File: src/pmtd_pkg.sv
`default_nettype none
package pmtd_pkg;

    // packet layout
    localparam logic [5:0] NUM_FIELDS     = 6'd35;
    localparam logic [5:0] MODE_FIELD     = 6'd34;
    localparam logic [7:0] MIN_LEN        = 8'd8;
    localparam logic [7:0] MAX_LEN        = 8'd145;
    localparam logic [7:0] COUNT_MAX      = 8'd255;
    localparam logic [7:0] MASK_FIRST_IDX = 8'd3;
    localparam logic [7:0] MASK_LAST_IDX  = 8'd6;
    localparam logic [7:0] MASK_TAIL_IDX  = 8'd7;
    localparam logic [1:0] WORD_LAST_BYTE = 2'd3;

    // values given for absent fields
    localparam logic [31:0] FIELD_ABSENT = 32'hFFFF_FFFF;
    localparam logic [31:0] MODE_ABSENT  = 32'h0000_00FF;

    // result kinds
    localparam logic RESULT_FIELD  = 1'b0;
    localparam logic RESULT_STATUS = 1'b1;

    // packet status codes
    typedef logic [1:0] t_pkt_status;
    localparam t_pkt_status STATUS_OK    = 2'd0;
    localparam t_pkt_status STATUS_SHORT = 2'd1;
    localparam t_pkt_status STATUS_LONG  = 2'd2;
    localparam t_pkt_status STATUS_TRUNC = 2'd3;

    // controller to datapath
    typedef struct packed {
        logic accept;
        logic emit_field;
        logic emit_absent;
        logic emit_status;
        logic last;
    } t_cmd;

    // datapath to controller
    typedef struct packed {
        logic pending;
        logic absent_now;
        logic absent_after;
        logic eop;
        logic out_free;
    } t_sts;

endpackage
`default_nettype wire

File: src/pmtd_if.sv
`default_nettype none
interface pmtd_in_if;
    logic       valid;
    logic       ready;
    logic [7:0] data_byte;
    logic       end_of_packet;

    modport source (output valid, output data_byte, output end_of_packet, input ready);
    modport sink   (input valid, input data_byte, input end_of_packet, output ready);
endinterface

interface pmtd_out_if;
    logic               valid;
    logic               ready;
    logic               result_kind;
    logic [5:0]         field_number;
    logic signed [31:0] field_value;
    logic               field_present;
    logic [1:0]         packet_status;
    logic               last_result;

    modport source (output valid, output result_kind, output field_number,
                    output field_value, output field_present, output packet_status,
                    output last_result, input ready);
    modport sink   (input valid, input result_kind, input field_number,
                    input field_value, input field_present, input packet_status,
                    input last_result, output ready);
endinterface
`default_nettype wire

File: src/pmtd_ctrl.sv
`default_nettype none
module pmtd_ctrl (
    input  wire logic          i_clk,
    input  wire logic          i_rst_n,
    input  wire logic          i_in_valid,
    output logic               o_in_ready,
    input  wire pmtd_pkg::t_sts i_sts,
    output pmtd_pkg::t_cmd     o_cmd
);
    import pmtd_pkg::*;

    typedef enum logic [1:0] {
        ST_IDLE = 2'b01,
        ST_BUSY = 2'b10
    } t_state;

    t_state r_state;
    t_state n_state;

    // one result per cycle while the output is free, field before absent run before status
    always_comb begin
        n_state    = r_state;
        o_cmd      = '0;
        o_in_ready = 1'b0;
        case (r_state)
            ST_IDLE: begin
                o_in_ready = 1'b1;
                if (i_in_valid) begin
                    o_cmd.accept = 1'b1;
                    n_state      = ST_BUSY;
                end
            end
            ST_BUSY: begin
                if (i_sts.pending) begin
                    o_cmd.emit_field = i_sts.out_free;
                    o_cmd.last       = !i_sts.absent_after && !i_sts.eop;
                end else if (i_sts.absent_now) begin
                    o_cmd.emit_absent = i_sts.out_free;
                    o_cmd.last        = !i_sts.absent_after && !i_sts.eop;
                end else if (i_sts.eop) begin
                    o_cmd.emit_status = i_sts.out_free;
                    o_cmd.last        = 1'b1;
                    if (i_sts.out_free) begin
                        n_state = ST_IDLE;
                    end
                end else begin
                    n_state = ST_IDLE;
                end
            end
            default: begin
                n_state = ST_IDLE;
            end
        endcase
    end

    always_ff @(posedge i_clk) begin
        if (!i_rst_n) begin
            r_state <= ST_IDLE;
        end else begin
            r_state <= n_state;
        end
    end

endmodule
`default_nettype wire

File: src/pmtd_dp.sv
`default_nettype none
module pmtd_dp (
    input  wire logic           i_clk,
    input  wire logic           i_rst_n,
    input  wire pmtd_pkg::t_cmd i_cmd,
    output pmtd_pkg::t_sts      o_sts,
    input  wire logic [7:0]     i_data_byte,
    input  wire logic           i_end_of_packet,
    input  wire logic           i_out_ready,
    output logic                o_out_valid,
    output logic                o_result_kind,
    output logic [5:0]          o_field_number,
    output logic signed [31:0]  o_field_value,
    output logic                o_field_present,
    output logic [1:0]          o_packet_status,
    output logic                o_last_result
);
    import pmtd_pkg::*;

    // packet state
    logic [7:0]  r_byte_count, n_byte_count;
    logic [34:0] r_mask,       n_mask;
    logic [5:0]  r_next_field, n_next_field;
    logic [1:0]  r_byte_in_field, n_byte_in_field;
    logic [23:0] r_word,       n_word;
    logic        r_pending,    n_pending;
    logic [7:0]  r_byte;
    logic        r_eop;

    // output register
    logic               r_out_valid;
    logic               r_out_kind;
    logic [5:0]         r_out_number;
    logic signed [31:0] r_out_value;
    logic               r_out_present;
    t_pkt_status        r_out_status;
    logic               r_out_last;

    logic        w_emit;
    logic        w_mask_known;
    logic [5:0]  w_after_field;
    t_pkt_status w_status;

    function automatic logic field_absent(input logic [34:0] mask, input logic [5:0] f);
        logic [5:0] bit_idx;
        bit_idx = MODE_FIELD - f;
        field_absent = (f < NUM_FIELDS) ? !mask[bit_idx] : 1'b0;
    endfunction

    assign w_emit        = i_cmd.emit_field || i_cmd.emit_absent || i_cmd.emit_status;
    assign w_mask_known  = (r_byte_count >= MIN_LEN);
    assign w_after_field = r_next_field + 6'd1;

    // status flags for the controller
    always_comb begin
        o_sts.pending      = r_pending;
        o_sts.absent_now   = w_mask_known && field_absent(r_mask, r_next_field);
        o_sts.absent_after = w_mask_known && field_absent(r_mask, w_after_field);
        o_sts.eop          = r_eop;
        o_sts.out_free     = !r_out_valid || i_out_ready;
    end

    // packet status at the last byte
    always_comb begin
        if (r_byte_count < MIN_LEN) begin
            w_status = STATUS_SHORT;
        end else if (r_byte_count > MAX_LEN) begin
            w_status = STATUS_LONG;
        end else if (r_next_field < NUM_FIELDS) begin
            w_status = STATUS_TRUNC;
        end else begin
            w_status = STATUS_OK;
        end
    end

    // state update on byte accept and on each emitted result
    always_comb begin
        n_byte_count    = r_byte_count;
        n_mask          = r_mask;
        n_next_field    = r_next_field;
        n_byte_in_field = r_byte_in_field;
        n_word          = r_word;
        n_pending       = r_pending;
        if (i_cmd.accept) begin
            if (r_byte_count >= MASK_FIRST_IDX && r_byte_count <= MASK_LAST_IDX) begin
                n_mask = {r_mask[26:0], i_data_byte};
            end else if (r_byte_count == MASK_TAIL_IDX) begin
                n_mask = {r_mask[31:0], i_data_byte[7:5]};
            end else if (r_byte_count > MASK_TAIL_IDX && r_next_field < NUM_FIELDS) begin
                if (r_next_field == MODE_FIELD || r_byte_in_field == WORD_LAST_BYTE) begin
                    n_pending = 1'b1;
                end else begin
                    case (r_byte_in_field)
                        2'd0:    n_word[7:0]   = i_data_byte;
                        2'd1:    n_word[15:8]  = i_data_byte;
                        2'd2:    n_word[23:16] = i_data_byte;
                        default: n_word        = r_word;
                    endcase
                    n_byte_in_field = r_byte_in_field + 2'd1;
                end
            end
            if (r_byte_count != COUNT_MAX) begin
                n_byte_count = r_byte_count + 8'd1;
            end
        end
        if (i_cmd.emit_field) begin
            n_pending       = 1'b0;
            n_word          = '0;
            n_byte_in_field = '0;
        end
        if (i_cmd.emit_field || i_cmd.emit_absent) begin
            n_next_field = w_after_field;
        end
        if (i_cmd.emit_status) begin
            n_byte_count    = '0;
            n_mask          = '0;
            n_next_field    = '0;
            n_byte_in_field = '0;
            n_word          = '0;
            n_pending       = 1'b0;
        end
    end

    always_ff @(posedge i_clk) begin
        if (!i_rst_n) begin
            r_byte_count    <= '0;
            r_mask          <= '0;
            r_next_field    <= '0;
            r_byte_in_field <= '0;
            r_word          <= '0;
            r_pending       <= 1'b0;
            r_eop           <= 1'b0;
        end else begin
            r_byte_count    <= n_byte_count;
            r_mask          <= n_mask;
            r_next_field    <= n_next_field;
            r_byte_in_field <= n_byte_in_field;
            r_word          <= n_word;
            r_pending       <= n_pending;
            if (i_cmd.accept) begin
                r_eop <= i_end_of_packet;
            end
        end
    end

    // byte held for the field it completes
    always_ff @(posedge i_clk) begin
        if (i_cmd.accept) begin
            r_byte <= i_data_byte;
        end
    end

    // output valid
    always_ff @(posedge i_clk) begin
        if (!i_rst_n) begin
            r_out_valid <= 1'b0;
        end else if (w_emit) begin
            r_out_valid <= 1'b1;
        end else if (i_out_ready) begin
            r_out_valid <= 1'b0;
        end
    end

    // output payload
    always_ff @(posedge i_clk) begin
        if (w_emit) begin
            r_out_last <= i_cmd.last;
            if (i_cmd.emit_status) begin
                r_out_kind    <= RESULT_STATUS;
                r_out_number  <= '0;
                r_out_value   <= '0;
                r_out_present <= 1'b0;
                r_out_status  <= w_status;
            end else begin
                r_out_kind    <= RESULT_FIELD;
                r_out_number  <= r_next_field;
                r_out_present <= i_cmd.emit_field;
                r_out_status  <= STATUS_OK;
                if (i_cmd.emit_field) begin
                    if (r_next_field == MODE_FIELD) begin
                        r_out_value <= signed'({24'd0, r_byte});
                    end else begin
                        r_out_value <= signed'({r_byte, r_word});
                    end
                end else begin
                    if (r_next_field == MODE_FIELD) begin
                        r_out_value <= signed'(MODE_ABSENT);
                    end else begin
                        r_out_value <= signed'(FIELD_ABSENT);
                    end
                end
            end
        end
    end

    assign o_out_valid     = r_out_valid;
    assign o_result_kind   = r_out_kind;
    assign o_field_number  = r_out_number;
    assign o_field_value   = r_out_value;
    assign o_field_present = r_out_present;
    assign o_packet_status = r_out_status;
    assign o_last_result   = r_out_last;

endmodule
`default_nettype wire

File: src/presence_mask_telemetry_deframer_core.sv
// Presence-mask telemetry deframer.
// Input channel i_in: one packet byte per transaction, end_of_packet set on
// the last byte. Bytes 3 to 7 carry the 35-bit presence mask; present fields
// follow as little-endian 32-bit words, the mode field as one byte.
// Output channel o_out: decoded fields in mask order as each resolves, and a
// status result after the last byte; last_result marks the final result that
// a byte produced. On an error status the consumer drops the packet's fields.
// Timing: a byte is taken in ST_IDLE and its results then leave one per
// cycle from ST_BUSY while the output register is free. After the last
// result of a byte the controller returns to ST_IDLE through an idle ST_BUSY
// step, but the status result returns it to ST_IDLE as it is issued (up to
// 36 results on an eighth byte that ends the packet). The controller issues
// results one at a time into the single output register. The first result is
// issued from ST_BUSY once the byte is registered, and lands in the output
// register. A new byte is taken only after the previous one has finished.
// Receiver stall: the output register holds its result while ready is low,
// and the controller waits while the register is held; no result is lost
// or repeated.
// Reset (synchronous, active low): packet state and the output valid clear,
// the block is ready for the first byte of a packet at once.
`default_nettype none
module presence_mask_telemetry_deframer_core (
    input  wire logic  i_clk,
    input  wire logic  i_rst_n,
    pmtd_in_if.sink    i_in,
    pmtd_out_if.source o_out
);
    import pmtd_pkg::*;

    t_cmd w_cmd;
    t_sts w_sts;

    pmtd_ctrl u_ctrl (
        .i_clk      (i_clk),
        .i_rst_n    (i_rst_n),
        .i_in_valid (i_in.valid),
        .o_in_ready (i_in.ready),
        .i_sts      (w_sts),
        .o_cmd      (w_cmd)
    );

    pmtd_dp u_dp (
        .i_clk           (i_clk),
        .i_rst_n         (i_rst_n),
        .i_cmd           (w_cmd),
        .o_sts           (w_sts),
        .i_data_byte     (i_in.data_byte),
        .i_end_of_packet (i_in.end_of_packet),
        .i_out_ready     (o_out.ready),
        .o_out_valid     (o_out.valid),
        .o_result_kind   (o_out.result_kind),
        .o_field_number  (o_out.field_number),
        .o_field_value   (o_out.field_value),
        .o_field_present (o_out.field_present),
        .o_packet_status (o_out.packet_status),
        .o_last_result   (o_out.last_result)
    );

    // at most one result issued per cycle
    assert property (@(posedge i_clk) disable iff (!i_rst_n)
        $onehot0({w_cmd.emit_field, w_cmd.emit_absent, w_cmd.emit_status}))
        else $error("more than one result issued in a cycle");

    // a result is issued only into a free output register
    assert property (@(posedge i_clk) disable iff (!i_rst_n)
        (w_cmd.emit_field || w_cmd.emit_absent || w_cmd.emit_status) |-> w_sts.out_free)
        else $error("result issued over a waiting result");

    // one byte in flight: no second transaction straight after the first
    assert property (@(posedge i_clk) disable iff (!i_rst_n)
        (i_in.valid && i_in.ready) |=> !i_in.ready)
        else $error("input taken while a byte is in progress");

    // a status result always closes the byte's results
    assert property (@(posedge i_clk) disable iff (!i_rst_n)
        (o_out.valid && o_out.result_kind == RESULT_STATUS) |-> o_out.last_result)
        else $error("status result not marked last");

endmodule
`default_nettype wire

File: src/flat_wrapper.sv
// flat-port wrapper written by rule: the top's interface ports become plain ports
module presence_mask_telemetry_deframer_core_flat import pmtd_pkg::*;
  (i_clk, i_rst_n, i_in_valid, i_in_data_byte, i_in_end_of_packet, i_in_ready, o_out_valid, o_out_result_kind, o_out_field_number, o_out_field_value, o_out_field_present, o_out_packet_status, o_out_last_result, o_out_ready);
  pmtd_in_if i_in_i ();
  pmtd_out_if o_out_i ();
  input  wire logic i_clk;
  input  wire logic i_rst_n;
  input wire logic [$bits(i_in_i.valid)-1:0] i_in_valid;
  input wire logic [$bits(i_in_i.data_byte)-1:0] i_in_data_byte;
  input wire logic [$bits(i_in_i.end_of_packet)-1:0] i_in_end_of_packet;
  output wire logic [$bits(i_in_i.ready)-1:0] i_in_ready;
  output wire logic [$bits(o_out_i.valid)-1:0] o_out_valid;
  output wire logic [$bits(o_out_i.result_kind)-1:0] o_out_result_kind;
  output wire logic [$bits(o_out_i.field_number)-1:0] o_out_field_number;
  output wire logic [$bits(o_out_i.field_value)-1:0] o_out_field_value;
  output wire logic [$bits(o_out_i.field_present)-1:0] o_out_field_present;
  output wire logic [$bits(o_out_i.packet_status)-1:0] o_out_packet_status;
  output wire logic [$bits(o_out_i.last_result)-1:0] o_out_last_result;
  input wire logic [$bits(o_out_i.ready)-1:0] o_out_ready;
  assign i_in_i.valid = i_in_valid;
  assign i_in_i.data_byte = i_in_data_byte;
  assign i_in_i.end_of_packet = i_in_end_of_packet;
  assign i_in_ready = i_in_i.ready;
  assign o_out_valid = o_out_i.valid;
  assign o_out_result_kind = o_out_i.result_kind;
  assign o_out_field_number = o_out_i.field_number;
  assign o_out_field_value = o_out_i.field_value;
  assign o_out_field_present = o_out_i.field_present;
  assign o_out_packet_status = o_out_i.packet_status;
  assign o_out_last_result = o_out_i.last_result;
  assign o_out_i.ready = o_out_ready;
  presence_mask_telemetry_deframer_core u_core (.i_clk(i_clk), .i_rst_n(i_rst_n), .i_in(i_in_i), .o_out(o_out_i));
endmodule
File: config.mk
export PLATFORM = sky130hd
export DESIGN_NAME = presence_mask_telemetry_deframer_core_flat
export DESIGN_NICKNAME = d
export VERILOG_FILES = /design/src/pmtd_pkg.sv /design/src/pmtd_if.sv /design/src/pmtd_ctrl.sv /design/src/pmtd_dp.sv /design/src/presence_mask_telemetry_deframer_core.sv /design/src/flat_wrapper.sv
export SDC_FILE = /design/constraint.sdc
export NUM_CORES = 1
export LEC_CHECK = 0
export ABC_AREA = 1
export BUFFER_PORTS_ARGS = -buffer_cell sky130_fd_sc_hd__buf_2
export CORE_MARGIN = 8
export CORE_UTILIZATION = 40
export DETAILED_ROUTE_END_ITERATION = 10
export SLEW_MARGIN = 40
export SYNTH_ARGS = -nofsm -noshare
export SYNTH_HDL_FRONTEND = slang
export SYNTH_SLANG_ARGS = --single-unit
File: constraint.sdc
create_clock -name i_clk -period 6.8 [get_ports i_clk]
set_clock_uncertainty 0.2 [all_clocks]
set_input_delay 0.68 -clock i_clk [delete_from_list [all_inputs] [get_ports i_clk]]
set_output_delay 0.68 -clock i_clk [all_outputs]
set_load 0.01 [all_outputs]
==> impl_metrics.ini, run 1 <==
[grt]
grt_pass1_wl_um = 27200
top_usage_layer = met2
grt_use_met3 = 0.0355
grt.met2_usage = 0.230
grt_usage = 0.154
overflow = 0
grt_pass1_vias = 5237
met1_usage = 0.214
antenna_found_initial = 0
grt_max_degree = 71

[placement]
post-dp-hpwl_um = 11100
io_buffers = 57
place_inst = 1148
place_congestion = 0.859

[die]
die_h_um = 146
dieArea_mm2 = 0.0215
fp.dieW_um = 146
core_mm2 = 0.0166
num_rows = 47
ioPinCount = 58
start_util = 0.409

[power]
p_comb_frac = 0.044
internal_power_uw = 1360
seqPwrFrac = 0.461
power.share.clock = 0.495
switching_share = 0.247
leakage_uw = 0.00302
p_switching_uw = 446
max-vdd-ir-drop_mv = 0.181
p_per_area_mw_per_mm2 = 232

[route]
drt_iter0_markers = 543
drtAntennaViolNets = 0
vias_per_cell = 4.85
wl_per_cell_um = 13.7
drc_errors = 0
first_pass_iters = 5
num_vias = 5722
finalWirelength_um = 16200

[logic_synthesis]
synth_seq_cells = 131
synth_cells = 909
syn_area_mm2 = 0.00681
synth_nets = 932
yosysWarnings = 0
synth.yosys.seq_area_share = 0.460
syn_avg_cell_area_um2 = 7.49
synth.distinct_cells = 33

[cts]
cts-resized-gates = 0
cts_max_level = 4
worstSkewPairLatency_ns = 0.43
cts_tree = built
cts_made_buffers = 17
postCtsSetupBuffers = 0
cts_max_path_buffers = 2
hold_buffers = 0
clock-sinks = 131
clkTransAtPathRegs_ns = 0.06
clockRootBuffer = clkbuf_16

[worst_setup_path]
crit_arrival_ns = 4.82
start_kind = flop
critPathLaunch = u_core.u_dp.r_next_field[0]
crit_fanout = 44
ff2ff_setup_slack_ns = 2.13
timing.rr.start = u_core.u_dp.r_next_field[0]
ff2ff_path_depth = 16
cp_top_family = simple AND/OR/NAND/NOR gates
critPathBufInv = 4
path_class = reg -> reg
regToRegEndpoint = u_core.u_dp.r_word[14]
slowest_stage = ha_1
end_kind = flop
crit_path_end = u_core.u_dp.r_word[14]
cp_cell_sequence = inv_2 -> ha_1 -> inv_2 -> nand2_1 -> inv_1 -> nand2_1 -> o21ai_1 -> o21ai_1 -> nor2_1 -> a21oi_1 -> nand2_2 -> nand3_4 -> nand2_4 -> inv_4 -> nand2_4 -> nor2_1
crit_cells = 16
slowest_delay_ns = 0.68
worst_ep_required_time_ns = 6.95

[timing]
worst_pin_slew_ns = 0.787
hold_ws_ns = 0.290
min_period_ns = 4.67
max_freq_mhz = 214
fin_crit_sh = 0.687
finalHoldViolCount = 0
setup_viol = 0
slew_violations = 0
setup-tns-final_ns = 0
slew_headroom = 0.473
rsz0062_at_grt = no

[finish]
layout_common_cells = 161 x nand2_1, 156 x inv_1, 121 x nor2_1
final_cells = 1180
areaGrowthSynthToFinish_pct = 14.4
nNetsFinal = 970
drive_gt1_frac = 0.150
final_common_cell = nand2_1
n_fill_cell = 1690
diodes = 0

[flow_run]
drv_cap = 0

[min_path]
hp-class = reg -> reg

[status]
outcome = completed
==> synthesized netlist by cell type, drive strengths merged <==
library cell  number  area [um^2]
o21bai             1         7.51
mux2               8         90.1
nor2             144          596
nor3               3         26.3
clkbuf            23         86.3
o31ai              1         7.51
o21ai             82          410
and2               1         6.26
a21oi             42          210
inv              163          614
nand3             49          258
o22ai             16          100
ha                10          125
o211ai            24          180
o221ai             1         8.76
nand4              9         56.3
nand2            172          681
dfxtp             80         1600
a211oi             1         12.5
buf               18          115
a31oi              1         6.26
xor2               9         78.8
edfxtp            51         1530
==> stage by stage <==
step | area, um^2 | util | setup WS (ns) | total power, uW
final | 7790 | 0.468 | 2.13 | 1810
after global routing | 7790 | 0.468 | 1.68 | 1870
after CTS | 7790 | 0.468 | 1.76 | 1830
after detailed placement | 7210 | 0.433 | 1.78 | 930
after global placement | 7210 | 0.433 | 1.94 | 929
after floorplan | 6810 | - | 3.14 | 903
==> cells by family (layout without fill, tap and decap cells) <==
kind of cell,Yosys count,after routing,synth area share
simple gates,378,378,0.238
buf+inv,204,255,0.120
compound gates,169,169,0.139
flops,131,131,0.460
fa+ha+maj,10,10,0.0184
xor+xnor,9,9,0.0116
mux,8,8,0.0132
==> how the worst min path moves through the flow <==
stage	start	end	slack, ns	cells after the start
floorplan	u_core.u_dp.r_eop	u_core.u_dp.r_eop	0.26	2
global placement	u_core.u_dp.r_pending	u_core.u_dp.r_pending	0.28	2
detailed placement	u_core.u_dp.r_pending	u_core.u_dp.r_pending	0.28	2
CTS	i_in_data_byte[1]	u_core.u_dp.r_byte[1]	0.28	1
global route	i_in_data_byte[1]	u_core.u_dp.r_byte[1]	0.29	1
finish	u_core.u_dp.r_pending	u_core.u_dp.r_pending	0.29	2
==> area by class of cell <==
type                            instances  area (um^2)  area share
Tap cell                              220          275      0.0353
Timing Repair Buffer                   60          308      0.0395
Clock buffer                           18          429      0.0551
Inverter                              163          614      0.0789
Sequential cell                       131         3130       0.402
Clock inverter                         14          144      0.0185
Multi-Input combinational cell        574         2880       0.370
==> worst register-to-register path, delay by kind of cell (launching register included) <==
kind,cells,cell delay (ns)
flops,1,0.62
fa+ha+maj,1,0.69
simple gates,8,1.89
buf+inv,4,0.79
compound gates,3,0.39
==> flip-flops by register name, indices dropped and copies added (netlist names) <==
name                         count
u_core.u_ctrl.r_state            2
u_core.u_dp.o_field_number       6
u_core.u_dp.o_field_present      1
u_core.u_dp.o_field_value       32
u_core.u_dp.o_last_result        1
u_core.u_dp.o_out_valid          1
u_core.u_dp.o_packet_status      2
u_core.u_dp.o_result_kind        1
u_core.u_dp.r_byte               8
u_core.u_dp.r_byte_count         8
u_core.u_dp.r_byte_in_field      2
u_core.u_dp.r_eop                1
u_core.u_dp.r_mask              35
u_core.u_dp.r_next_field         6
u_core.u_dp.r_pending            1
u_core.u_dp.r_word              24
==> power by group through the flow <==
stage	logic, uW	clock network, uW	registers (uW)
finish	79.5	894	832
global route	90.0	947	833
CTS	81.1	912	832
detailed placement	80.7	0	849
global placement	80.3	0	849
floorplan	54.6	0	849
==> routing by layer <==
| layer | vias to the layer above | part of all wire |
|---|---|---|
| met1 | 2569 | 0.51 |
| met2 | 148 | 0.43 |
| met5 | - | 0 |
| met3 | 25 | 0.050 |
| li1 | 2980 | - |
| met4 | 0 | 0.016 |
(Power assumes the default switching activity.)
==> run 2: changes to the inputs <==
--- a/config.mk
+++ b/config.mk
@@ -5,7 +5,7 @@
 export SDC_FILE = /design/constraint.sdc
 export NUM_CORES = 1
 export LEC_CHECK = 0
-export ABC_AREA = 1
+export ABC_AREA = 0
 export BUFFER_PORTS_ARGS = -buffer_cell sky130_fd_sc_hd__buf_2
 export CORE_MARGIN = 8
 export CORE_UTILIZATION = 40
==> constraint.sdc (replaced) <==
create_clock -name i_clk -period 4.47 [get_ports i_clk]
set_clock_uncertainty 0.2 [all_clocks]
set_input_delay 0.447 -clock i_clk [delete_from_list [all_inputs] [get_ports i_clk]]
set_output_delay 0.447 -clock i_clk [all_outputs]
set_load 0.01 [all_outputs]
==> impl_metrics.ini, run 2 <==
[power]
seqPwrFrac = 0.460
switching_share = 0.225
p_switching_uw = 620
max-vdd-ir-drop_mv = 0.269
p_comb_frac = 0.037
power.share.clock = 0.502
internal_power_uw = 2130
p_per_area_mw_per_mm2 = 353
leakage_uw = 0.00301

[cts]
cts_tree = built
cts_max_level = 4
cts-resized-gates = 0
clkTransAtPathRegs_ns = 0.06
clock-sinks = 131
worstSkewPairLatency_ns = 0.42
hold_buffers = 0
cts_made_buffers = 17
postCtsSetupBuffers = 0
cts_max_path_buffers = 2
clockRootBuffer = clkbuf_16

[route]
drtAntennaViolNets = 0
drc_errors = 0
num_vias = 5069
vias_per_cell = 5.49
wl_per_cell_um = 16.5
finalWirelength_um = 15300
drt_iter0_markers = 428
first_pass_iters = 7

[logic_synthesis]
synthArstFlopShare = 0
ys_top_cells_by_count = 84 x nor2_1, 80 x dfxtp_1, 71 x mux2i_1
synth_most_common_cell = nor2_1
yosysWarnings = 0
synth_seq_cells = 131
synth.yosys.seq_area_share = 0.461
yosysTopAreaCell = dfxtp_1
synth-edff-count = 51
synth_top_area_share = 0.236
syn_area_mm2 = 0.00679
synth_cells = 656
syn_avg_cell_area_um2 = 10.4
ys.flop_type = dfxtp_1
synth_nets = 679
synthTopCellsByArea = dfxtp_1 24%, edfxtp_1 23%, mux2i_1 10%
synth.distinct_cells = 61

[die]
num_rows = 47
die_h_um = 146
start_util = 0.409
ioPinCount = 58
dieArea_mm2 = 0.0214
core_mm2 = 0.0166
fp.dieW_um = 146

[timing]
worst_pin_slew_ns = 0.766
hold_ws_ns = 0.0999
rsz0062_at_grt = no
setup_viol = 0
layout_setup_ws_ns = 0.978
finalHoldViolCount = 0
slew_violations = 0
setup-tns-final_ns = 0
fin_crit_sh = 0.781
max_freq_mhz = 286
slew_headroom = 0.490
min_period_ns = 3.49

[grt]
grt_usage = 0.144
grt.met2_usage = 0.229
overflow = 0
top_usage_layer = met2
grt_use_met3 = 0.0396
met1_usage = 0.185
grt_max_degree = 111
grt_pass1_wl_um = 25200
antenna_found_initial = 0
grt_pass1_vias = 4895

[placement]
post-place-ws_ns = 0.965
io_buffers = 57
post-dp-hpwl_um = 10100
place_inst = 891
dpl_cell_area_mm2 = 0.00721
place_congestion = 0.794

[finish]
n_fill_cell = 1583
postLayoutCellArea_mm2 = 0.00780
drive_gt1_frac = 0.199
areaGrowthSynthToFinish_pct = 14.9
final_cells = 923
largest_reg_flops = 35
final_common_cell = nor2_1
diodes = 0
nNetsFinal = 713
regMostFlops = u_core.u_dp.r_mask
layout_common_cells = 84 x nor2_1, 80 x dfxtp_1, 71 x mux2i_1

[worst_setup_path]
slowest_stage = buf_4
crit_top_cell = buf_4
start_kind = flop
path_class = reg -> reg
timing.rr.start = u_core.u_dp.r_next_field[0]
slowest_delay_ns = 0.49
crit_path_end = u_core.u_dp.o_field_value[20]
ff2ff_setup_slack_ns = 0.98
ff2ff_path_depth = 9
cp_cell_sequence = buf_4 -> ha_1 -> xor2_2 -> mux2_2 -> nand3b_1 -> o31ai_1 -> nor2_1 -> o221a_2 -> buf_4
end_kind = flop
worst_ep_required_time_ns = 4.32
critPathBufInv = 2
crit_fanout = 49
critPathLaunch = u_core.u_dp.r_next_field[0]
crit_arrival_ns = 3.34
crit_cells = 9
regToRegEndpoint = u_core.u_dp.o_field_value[20]
cp_top_family = buffers and inverters

[flow_run]
drv_cap = 0

[min_path]
hp-class = in -> reg
hold_start = i_in_end_of_packet

[status]
outcome = completed
[run 2: cell types whose count changed after synthesis, sizes merged, moves of 10 or more]
cell | previous run | this run
a2111oi | 0 | 23
o211ai | 24 | 8
nor2b | 0 | 10
mux4 | 0 | 16
nor2 | 144 | 84
o21ai | 82 | 38
o22ai | 16 | 4
nand3 | 49 | 9
inv | 163 | 10
nor3 | 3 | 32
nand2 | 172 | 67
a21oi | 42 | 14
xnor2 | 0 | 12
mux2i | 0 | 71
[run 2: logic make-up (layout without fill, tap and decap cells)]
group / after synthesis / after routing / synth area share
DFF: 131 / 131 / 0.461
xor gates and xnor gates: 16 / 16 / 0.0229
buffers and inverters: 62 / 109 / 0.0422
AOI/OAI and AO/OA: 119 / 119 / 0.140
and+or+nand+nor: 229 / 229 / 0.154
muxes: 89 / 89 / 0.161
adders and majority gates: 10 / 10 / 0.0184
[run 2: final cells by class]
type                            instances  area, um^2  area share
Clock buffer                           19         443      0.0568
Tap cell                              220         275      0.0353
Inverter                               11        41.3     0.00529
Multi-Input combinational cell        463        3390       0.435
Sequential cell                       131        3130       0.402
Timing Repair Buffer                   66         365      0.0468
Clock inverter                         13         150      0.0192
[run 2: per-layer routing]
layer	up-vias	share of wire
met5	-	0
met2	115	0.47
met1	2471	0.46
li1	2465	-
met3	18	0.053
met4	0	0.013
[run 2: metrics by stage]
| stage | utilization | power, uW |
|---|---|---|
| 4_1_cts | 0.470 | 2780 |
| 5_1_grt | 0.470 | 2830 |
| 3_3_place_gp | 0.434 | 1390 |
| 3_5_place_dp | 0.435 | 1400 |
| 6_report | 0.470 | 2750 |
| 2_1_floorplan | - | 1360 |
[run 2: power by group through the flow]
stage                     combinational [uW]  clock [uW]  sequential (uW)
after floorplan                         76.5           0             1290
after global placement                   101           0             1290
after detailed placement                 103           0             1290
after CTS                                104        1400             1270
after global routing                     113        1450             1270
final                                    103        1380             1270
[run 2: worst min path at each step]
stage / end / slack [ns] / cells past startpoint
after floorplan: u_core.u_dp.r_next_field[5] / 0.29 / 2
after global placement: u_core.u_dp.r_word[8] / 0.31 / 2
after global routing: u_core.u_dp.r_byte[0] / 0.1 / 1
final: u_core.u_dp.r_eop / 0.1 / 3
after detailed placement: u_core.u_dp.r_word[9] / 0.32 / 2
after CTS: u_core.u_dp.r_eop / 0.09 / 3
[run 2: tightest hold or removal path, delay by kind of cell]
family	cells	cell delay (ns)
simple gates	1	0.04
compound gates	1	0.07
buf+inv	1	0.10
